### src/hdl/ordered_dither_pixel_packer_macros.svh
// assertion macros for the ordered dither pixel packer
`ifndef ORDERED_DITHER_PIXEL_PACKER_MACROS_SVH
`define ORDERED_DITHER_PIXEL_PACKER_MACROS_SVH

// checked on every clock edge outside reset
`define ODP_ASSERT(lbl, prop, msg) \
	lbl: assert property (@(posedge clk) disable iff (!arst_n) prop) else $error(msg);

// checked on every clock edge, reset included
`define ODP_ASSERT_ALWAYS(lbl, prop, msg) \
	lbl: assert property (@(posedge clk) prop) else $error(msg);

`endif

### src/hdl/odp_pkg.sv
// types, constants and the channel quantizer for the ordered dither pixel packer
`default_nettype none

package odp_pkg;

	localparam int LevelW = 13;
	localparam int PosW   = 12;
	localparam int WordW  = 16;
	localparam int CfgW   = 8;

	localparam logic [2:0] FMT_RGB565   = 3'd0;
	localparam logic [2:0] FMT_RGBA5551 = 3'd1;
	localparam logic [2:0] FMT_ARGB1555 = 3'd2;
	localparam logic [2:0] FMT_RGB555   = 3'd3;
	localparam logic [2:0] FMT_RGBA4444 = 3'd4;
	localparam logic [2:0] FMT_ARGB4444 = 3'd5;
	localparam logic [2:0] FMT_RGB444   = 3'd6;

	localparam logic REG_PIXEL_FORMAT  = 1'b0;
	localparam logic REG_DITHER_AMOUNT = 1'b1;

	localparam logic [2:0]      PIXEL_FORMAT_RST  = FMT_RGB565;
	localparam logic [CfgW-1:0] DITHER_AMOUNT_RST = 8'd64;

	typedef enum logic [1:0] {
		DEPTH4 = 2'd0,
		DEPTH5 = 2'd1,
		DEPTH6 = 2'd2
	} depth_t;

	// 4 and 5 bit channels
	localparam logic signed [5:0] MAT_A [0:3][0:3] = '{
		'{ 6'sd16,  -6'sd4, -6'sd13,   6'sd1},
		'{ -6'sd8,  6'sd12,   6'sd5,  -6'sd9},
		'{-6'sd14,   6'sd2,  6'sd15,  -6'sd3},
		'{  6'sd6, -6'sd10,  -6'sd7,  6'sd11}
	};

	// 6 bit channel
	localparam logic signed [5:0] MAT_B [0:3][0:3] = '{
		'{ 6'sd16,   6'sd4,  6'sd13,   6'sd1},
		'{  6'sd8, -6'sd12,  -6'sd5,   6'sd9},
		'{ 6'sd14,  -6'sd2, -6'sd15,   6'sd3},
		'{  6'sd6,  6'sd10,   6'sd7,  6'sd11}
	};

	// floor(clamp(level/4096 - ea/(128*k), 0, 1) * m), exact
	function automatic logic [5:0] quantize(
		input logic [LevelW-1:0]        level,
		input logic signed [LevelW-1:0] ea,
		input depth_t                   depth
	);
		logic [9:0]          kval;
		logic [5:0]          mval;
		logic signed [31:0]  t;
		logic signed [31:0]  lim;
		logic [34:0]         u;
		logic [15:0]         w;
		logic [6:0]          q0;
		logic [9:0]          r;
		logic [5:0]          q;
		kval = 10'd128;
		mval = 6'd15;
		unique case (depth)
			DEPTH4: begin
				kval = 10'd128;
				mval = 6'd15;
			end
			DEPTH5: begin
				kval = 10'd255;
				mval = 6'd31;
			end
			DEPTH6: begin
				kval = 10'd511;
				mval = 6'd63;
			end
			default: begin
				kval = 10'd128;
				mval = 6'd15;
			end
		endcase
		t   = $signed((32'(level) * 32'(kval)) << 7) - (32'(ea) <<< 12);
		lim = $signed(32'(kval) << 19);
		u   = 35'(t[27:0]) * 35'(mval);
		w   = u[34:19];
		q0  = 7'd0;
		r   = 10'd0;
		q   = 6'd0;
		if (t <= 0) begin
			q = 6'd0;
		end else if (t >= lim) begin
			q = mval;
		end else begin
			unique case (depth)
				DEPTH4: begin
					q = 6'(w >> 7);
				end
				DEPTH5: begin
					q0 = 7'(w >> 8);
					r  = 10'(w[7:0]) + 10'(q0);
					q  = 6'(q0) + ((r >= 10'd255) ? 6'd1 : 6'd0);
				end
				DEPTH6: begin
					q0 = 7'(w >> 9);
					r  = 10'(w[8:0]) + 10'(q0);
					q  = 6'(q0) + ((r >= 10'd511) ? 6'd1 : 6'd0);
				end
				default: begin
					q = 6'd0;
				end
			endcase
		end
		return q;
	endfunction

endpackage

`default_nettype wire

### src/hdl/ordered_dither_pixel_packer.sv
// Ordered dither pixel packer: takes one pixel of four 13-bit channel levels
// (4096 = 1.0) with its screen position, subtracts a 4x4 ordered dither offset
// chosen by the low two bits of x and y and scaled by dither_amount/128, clamps
// to [0,1], truncates each channel to 4, 5 or 6 bits and packs a 16-bit word in
// the layout set by pixel_format. One pixel is taken every clock while the
// output is not stalled; each pixel passes through the input register and
// then the output register, with the quantizers and packing between them.
// Write the config registers only while no pixel is in flight.
`default_nettype none

`include "ordered_dither_pixel_packer_macros.svh"

module ordered_dither_pixel_packer (
	input  wire logic        clk,
	input  wire logic        arst_n,
	input  wire logic        cfg_we,
	input  wire logic        cfg_index,
	input  wire logic [7:0]  cfg_data,
	input  wire logic        s_tvalid,
	output logic             s_tready,
	// red_level, green_level, blue_level, alpha_level, pixel_x, pixel_y, zero pad
	input  wire logic [79:0] s_tdata,
	output logic             m_tvalid,
	input  wire logic        m_tready,
	// packed_pixel
	output logic [15:0]      m_tdata
);

	logic [2:0]                  pixel_format_q;
	logic [odp_pkg::CfgW-1:0]    dither_amount_q;

	logic                        valid_s1;
	logic [odp_pkg::LevelW-1:0]  red_s1, green_s1, blue_s1, alpha_s1;
	logic [1:0]                  col_s1, row_s1;
	logic                        valid_s2;
	logic [odp_pkg::WordW-1:0]   word_s2;

	logic                        adv1;
	logic signed [13:0]          ea_full, eb_full;
	logic signed [odp_pkg::LevelW-1:0] ea, eb;
	logic                        abit;
	logic [5:0]                  qr5, qg5, qb5, qg6, qr4, qg4, qb4, qa4;
	logic [odp_pkg::WordW-1:0]   word;

	// config registers
	always_ff @(posedge clk or negedge arst_n) begin
		if (!arst_n) begin
			pixel_format_q  <= odp_pkg::PIXEL_FORMAT_RST;
			dither_amount_q <= odp_pkg::DITHER_AMOUNT_RST;
		end else if (cfg_we) begin
			unique case (cfg_index)
				odp_pkg::REG_PIXEL_FORMAT:  pixel_format_q  <= cfg_data[2:0];
				odp_pkg::REG_DITHER_AMOUNT: dither_amount_q <= cfg_data;
				default: ;
			endcase
		end
	end

	assign adv1     = !valid_s2 || m_tready;
	assign s_tready = !valid_s1 || adv1;

	// input register
	always_ff @(posedge clk or negedge arst_n) begin
		if (!arst_n) begin
			valid_s1 <= 1'b0;
		end else if (s_tready) begin
			valid_s1 <= s_tvalid;
		end
	end

	always_ff @(posedge clk) begin
		if (s_tvalid && s_tready) begin
			red_s1   <= s_tdata[12:0];
			green_s1 <= s_tdata[25:13];
			blue_s1  <= s_tdata[38:26];
			alpha_s1 <= s_tdata[51:39];
			col_s1   <= s_tdata[53:52];
			row_s1   <= s_tdata[65:64];
		end
	end

	// dither offsets and quantizers
	always_comb begin
		ea_full = odp_pkg::MAT_A[row_s1][col_s1] * $signed({1'b0, dither_amount_q});
		eb_full = odp_pkg::MAT_B[row_s1][col_s1] * $signed({1'b0, dither_amount_q});
		ea      = ea_full[odp_pkg::LevelW-1:0];
		eb      = eb_full[odp_pkg::LevelW-1:0];
		abit    = alpha_s1[12] | alpha_s1[11];

		qr5 = odp_pkg::quantize(red_s1,   ea, odp_pkg::DEPTH5);
		qg5 = odp_pkg::quantize(green_s1, ea, odp_pkg::DEPTH5);
		qb5 = odp_pkg::quantize(blue_s1,  ea, odp_pkg::DEPTH5);
		qg6 = odp_pkg::quantize(green_s1, eb, odp_pkg::DEPTH6);
		qr4 = odp_pkg::quantize(red_s1,   ea, odp_pkg::DEPTH4);
		qg4 = odp_pkg::quantize(green_s1, ea, odp_pkg::DEPTH4);
		qb4 = odp_pkg::quantize(blue_s1,  ea, odp_pkg::DEPTH4);
		qa4 = odp_pkg::quantize(alpha_s1, ea, odp_pkg::DEPTH4);

		unique case (pixel_format_q)
			odp_pkg::FMT_RGB565:   word = {qr5[4:0], qg6[5:0], qb5[4:0]};
			odp_pkg::FMT_RGBA5551: word = {qr5[4:0], qg5[4:0], qb5[4:0], abit};
			odp_pkg::FMT_ARGB1555: word = {abit, qr5[4:0], qg5[4:0], qb5[4:0]};
			odp_pkg::FMT_RGB555:   word = {1'b0, qr5[4:0], qg5[4:0], qb5[4:0]};
			odp_pkg::FMT_RGBA4444: word = {qr4[3:0], qg4[3:0], qb4[3:0], qa4[3:0]};
			odp_pkg::FMT_ARGB4444: word = {qa4[3:0], qr4[3:0], qg4[3:0], qb4[3:0]};
			odp_pkg::FMT_RGB444:   word = {4'd0, qr4[3:0], qg4[3:0], qb4[3:0]};
			default:               word = '0;
		endcase
	end

	// output register
	always_ff @(posedge clk or negedge arst_n) begin
		if (!arst_n) begin
			valid_s2 <= 1'b0;
		end else if (adv1) begin
			valid_s2 <= valid_s1;
		end
	end

	always_ff @(posedge clk) begin
		if (adv1 && valid_s1) begin
			word_s2 <= word;
		end
	end

	assign m_tvalid = valid_s2;
	assign m_tdata  = word_s2;

	`ODP_ASSERT(a_out_from_s1, $rose(m_tvalid) |-> $past(valid_s1), "output item without a stage one item")
	`ODP_ASSERT(a_accept_fills_s1, (s_tvalid && s_tready) |=> valid_s1, "accepted item lost before stage one")
	`ODP_ASSERT(a_rgb444_top_zero, (m_tvalid && pixel_format_q == odp_pkg::FMT_RGB444) |-> (m_tdata[15:12] == 4'd0), "rgb444 top nibble not zero")
	`ODP_ASSERT(a_rgb555_top_zero, (m_tvalid && pixel_format_q == odp_pkg::FMT_RGB555) |-> !m_tdata[15], "rgb555 top bit not zero")
	`ODP_ASSERT_ALWAYS(a_reset_empty, !arst_n |-> (!valid_s1 && !valid_s2) || $fell(arst_n), "pipeline not empty in reset")

endmodule

`default_nettype wire

### config.mk
export PLATFORM = sky130hd
export DESIGN_NAME = ordered_dither_pixel_packer
export DESIGN_NICKNAME = d
export VERILOG_FILES = /design/src/hdl/odp_pkg.sv /design/src/hdl/ordered_dither_pixel_packer.sv
export VERILOG_INCLUDE_DIRS = /design/src /design/src/hdl
export SDC_FILE = /design/constraint.sdc
export NUM_CORES = 2
export LEC_CHECK = 0
export ABC_AREA = 1
export BUFFER_PORTS_ARGS = -buffer_cell sky130_fd_sc_hd__buf_2
export CAP_MARGIN = 20
export CORE_AREA = 3 3 270 272
export DETAILED_ROUTE_END_ITERATION = 10
export DIE_AREA = 0 0 273 275
export PLACE_DENSITY = 0.72
export SLEW_MARGIN = 20
export SYNTH_ARGS = -nofsm -noshare
export SYNTH_HDL_FRONTEND = slang
export SYNTH_SLANG_ARGS = --single-unit
### constraint.sdc
create_clock -name clk -period 15.95 [get_ports clk]
set_clock_uncertainty 0.1 [all_clocks]
set_input_delay 0.7975 -clock clk [delete_from_list [all_inputs] [get_ports clk]]
set_output_delay 0.7975 -clock clk [all_outputs]
set_load 0.03 [all_outputs]
==> results.md <==
| Metric | This run |
|:---|:---|
| Status | finished, final reports clean |
| Tmin final | 13.52 ns |
| Setup TNS | 0 ns |
| Actual slew at the worst max-slew pin | 1.030 ns |
| EDFF count, synth | 72 |
| Clk root buf | sky130_fd_sc_hd__clkbuf_16 |
| Warning count from the yosys run | 0 |
| Number of buffers created by CTS | 9 |
| Number of endpoints with negative hold slack in the final report | 0 |
| Netlist area before placement | 0.03883 sq mm |
| Routed WL | 89.96 mm |
| XOR/XNOR Fraction of Synth Area | 6.938% |
| Number of antenna violations at the first check in global routing | 0 |
| Post-route fraction of the period consumed by the critical path | 84.79% |
| Worst slack at placement | 2.480 ns |
| Fill cell instance count of the final layout | 6536 |
| RSZ-0062 raised after global routing | no |
| DR vias | 30947 |
| Number of design-rule violations left by the first detailed-router iteration | 1471 |
| Post-DRT Antenna Nets | 0 |
| Die Footprint | 0.07508 sq mm |
| Number of levels the H-tree was split into | 3 |
| DP Wirelength | 78.11 mm |
| Complex-gate fraction of the synthesized area | 9.513% |
| CTS tree | done |
| Clock tree sinks | 85 |
| Maximum clock frequency | 73.94 MHz |
| Final setup margin | 2.426 ns |
| Initial core utilization | 54.69% |
| Floorplan core area | 0.07100 sq mm |
| Final estimated routing congestion in global placement | 0.9194 |
| Count of hold-fix buffers inserted at cts | 0 |
| WL per Instance | 15.22 um |
| Largest net degree at the start of global routing | 57 |
| Final number of max-transition violations | 0 |
| Critical path capture point type | flop |
| Clock insertion delay at the later pin of the skew report | 0.41 ns |
| DRC violation count after routing | 0 |
| Combinational family with the most area after synthesis | adder cells |
| Number of register bits inferred by synthesis | 85 |
| Proportion of layout cells with a drive suffix above 1 | 4.073% |
| Post-synthesis to final-layout area growth | 5.111% |
| Die height | 275 um |
| Post-DR vias/cell | 5.236 |
| Global Route Usage Sum | 25.08% |
| Setup crit start | row_s1[1]$_DFFE_PP_ |
| Largest stage delay on the critical path | 0.55 ns |
| Area occupied by multi-input gates | 0.03194 sq mm |
| Die width | 273 um |
| Clock-pin slew on the worst setup and hold paths | 0.09 ns |
| Remaining max-slew budget at the tightest pin | 31.07% |
| Post-synthesis net count | 6158 |
| Resize count post-CTS | 0 |
| Multiplexer area fraction after synthesis | 0% |
| Number of iterations in the first detailed-routing pass | 5 |
| Cell count after synthesis | 4853 |
| Number of diodes added for antenna fixing | 0 |
| Cell with the most instances on the worst path | sky130_fd_sc_hd__inv_1 |
| CP max-delay cell | sky130_fd_sc_hd__fa_1 |
| CTS Buffer Depth | 2 |
| Area taken by flip-flops and latches | 0.002489 sq mm |
| Share of synthesized flip-flops with an asynchronous set or reset | 15.29% |
| Leftover overflow at the end of global routing | 0 |
| Net count reported at finish | 6260 |
| Worst-path fanout max | 7 |
| Worst EP arrival | 13.58 ns |
| IO Port Bufs | 87 |
| First-pass GRT wire length | 153.2 mm |
| Reg2Reg Launch Point | row_s1[1]$_DFFE_PP_ |
| Worst Setup Start Kind | flop |
| Number of failing setup endpoints in the final timing report | 0 |
| Main synth FF type | sky130_fd_sc_hd__edfxtp_1 |
| Max capacitance violation total | 0 |
| Share of the yosys chip area belonging to registers | 6.410% |
| Setup Fix Bufs, Post-CTS | 0 |
| Vias in the first global route | 31662 |
| Worst setup path class | reg2reg |
| Number of top-level pins | 112 |
| Required time reported for the critical path endpoint | 16.00 ns |
| Basic-gate share of the synthesized area counting and, or, nand and nor cells | 16.08% |
| Synthesized area per cell | 8.000 sq um |
| Count of standard-cell rows | 98 |
| Library cells used by synthesis | 69 |
| Worst min path class | in2async |
| Adder and majority cell fraction of the synthesized area | 49.70% |
worst max-delay path: cells and delay by family (launching register included):
| family | cells | cell delay (ns) |
|---|---|---|
| AND/OR/NAND/NOR | 19 | 2.84 |
| AO/OA/AOI/OAI | 7 | 1.47 |
| XOR/XNOR | 7 | 1.65 |
| buffers and inverters | 10 | 1.04 |
| flip-flops | 1 | 0.45 |
| adder cells (fa/ha/maj) | 14 | 5.69 |
cells in the mapped netlist (all sizes together), types with 39 or more instances:
library cell	number	area [sq um]
xor2	202	1837
nand4	65	425.4
a21oi	334	1683
xnor2	97	857.1
ha	659	8245
nor2	266	1022
edfxtp	72	2162
a21o	41	307.8
fa	552	11050
nand2	791	3022
inv	1145	4298
nor3	39	206.5
nand3	236	1216
o21ai	142	733.2
flip-flops by register name, summed over array words and instances (netlist names):
name	cells
blue_s1	13
m_tvalid	1
red_s1	13
row_s1	2
col_s1	2
dither_amount_q	8
pixel_format_q	3
valid_s1	1
m_tdata	16
alpha_s1	13
green_s1	13
final timing paths:
path / depth (start not counted) / endpoint / slack (ns)
max in group asynchronous: 1 / dither_amount_q[6]$_DFFE_PN1P_ / 15.31
hold / removal: 1 / dither_amount_q[0]$_DFFE_PN0P_ / 0.16
setup reg to reg: 57 / m_tdata[5]$_DFFE_PP_ / 2.43
hold reg to reg: 2 / m_tvalid$_DFFE_PN0P_ / 0.40
min in group clk: 2 / m_tvalid$_DFFE_PN0P_ / 0.40
setup / recovery: 57 / m_tdata[5]$_DFFE_PP_ / 2.43
per-stage QoR:
stage | instances | utilization, % | instance area, sq um | hold WS [ns]
after floorplan | 4853 | - | 38830 | 0.3471
after global placement | 5894 | 57.06 | 40510 | 0.3738
after detailed placement | 5894 | 57.06 | 40510 | 0.3827
after CTS | 5910 | 57.48 | 40810 | 0.1520
after global routing | 5910 | 57.48 | 40810 | 0.1751
final | 5910 | 57.48 | 40810 | 0.1631
area by class of cell:
cell class	count	share of cell area (%)
timing repair buffer	104	1.380
tap	950	2.913
sequential	85	6.098
inverter	1154	10.61
clock buffer	9	0.5519
multi-input combinational	3601	78.26
clock inverter	7	0.1870
metal layers:
layer | wire length (um) | part of all wire [%] | track usage (%) | up-vias
met1 | 39780 | 44 | 32.18 | 14722
met5 | 0 | 0 | 0 | -
li1 | - | - | - | 15517
met2 | 43060 | 48 | 43.93 | 554
met4 | 3718 | 4.1 | 9.607 | 0
met3 | 3398 | 3.8 | 2.329 | 154
kinds of logic after synthesis:
| logic type | count (synthesis) |
|---|---|
| adders and majority gates | 1211 |
| AOI/OAI and AO/OA | 643 |
| xor gates and xnor gates | 299 |
| and+or+nand+nor | 1448 |
| buffers and inverters | 1167 |
| DFF | 85 |
placed cells by master, fill, tap and decap left out, types with 5 or more instances in the layout:
cell type / n
sky130_fd_sc_hd__nand3_2: 7
sky130_fd_sc_hd__o2111ai_1: 5
sky130_fd_sc_hd__clkbuf_16: 9
sky130_fd_sc_hd__and2_1: 5
sky130_fd_sc_hd__dfrtp_1: 12
sky130_fd_sc_hd__o21bai_1: 35
sky130_fd_sc_hd__nand2_2: 18
sky130_fd_sc_hd__xnor2_1: 95
sky130_fd_sc_hd__nand3b_1: 8
sky130_fd_sc_hd__xor2_1: 196
sky130_fd_sc_hd__or2_2: 12
sky130_fd_sc_hd__o21ai_1: 11
sky130_fd_sc_hd__clkinv_1: 9
sky130_fd_sc_hd__a21oi_1: 330
sky130_fd_sc_hd__inv_2: 7
sky130_fd_sc_hd__nand2_1: 772
sky130_fd_sc_hd__nor3_1: 38
sky130_fd_sc_hd__buf_2: 87
sky130_fd_sc_hd__a211oi_1: 10
sky130_fd_sc_hd__nor2_1: 262
sky130_fd_sc_hd__ha_1: 659
sky130_fd_sc_hd__o21ai_2: 6
sky130_fd_sc_hd__a31oi_1: 26
sky130_fd_sc_hd__inv_1: 1138
sky130_fd_sc_hd__a21boi_0: 10
sky130_fd_sc_hd__edfxtp_1: 72
sky130_fd_sc_hd__nand4_1: 62
sky130_fd_sc_hd__nand3_1: 229
sky130_fd_sc_hd__o211ai_1: 7
sky130_fd_sc_hd__fa_1: 552
sky130_fd_sc_hd__nor4_1: 10
sky130_fd_sc_hd__o21a_1: 8
sky130_fd_sc_hd__buf_4: 17
sky130_fd_sc_hd__a21o_1: 41
sky130_fd_sc_hd__o21ai_0: 125
sky130_fd_sc_hd__o311ai_0: 5
Power is not shown: default switching activity piles up to over one toggle a cycle in this logic, so the estimate is an artifact.
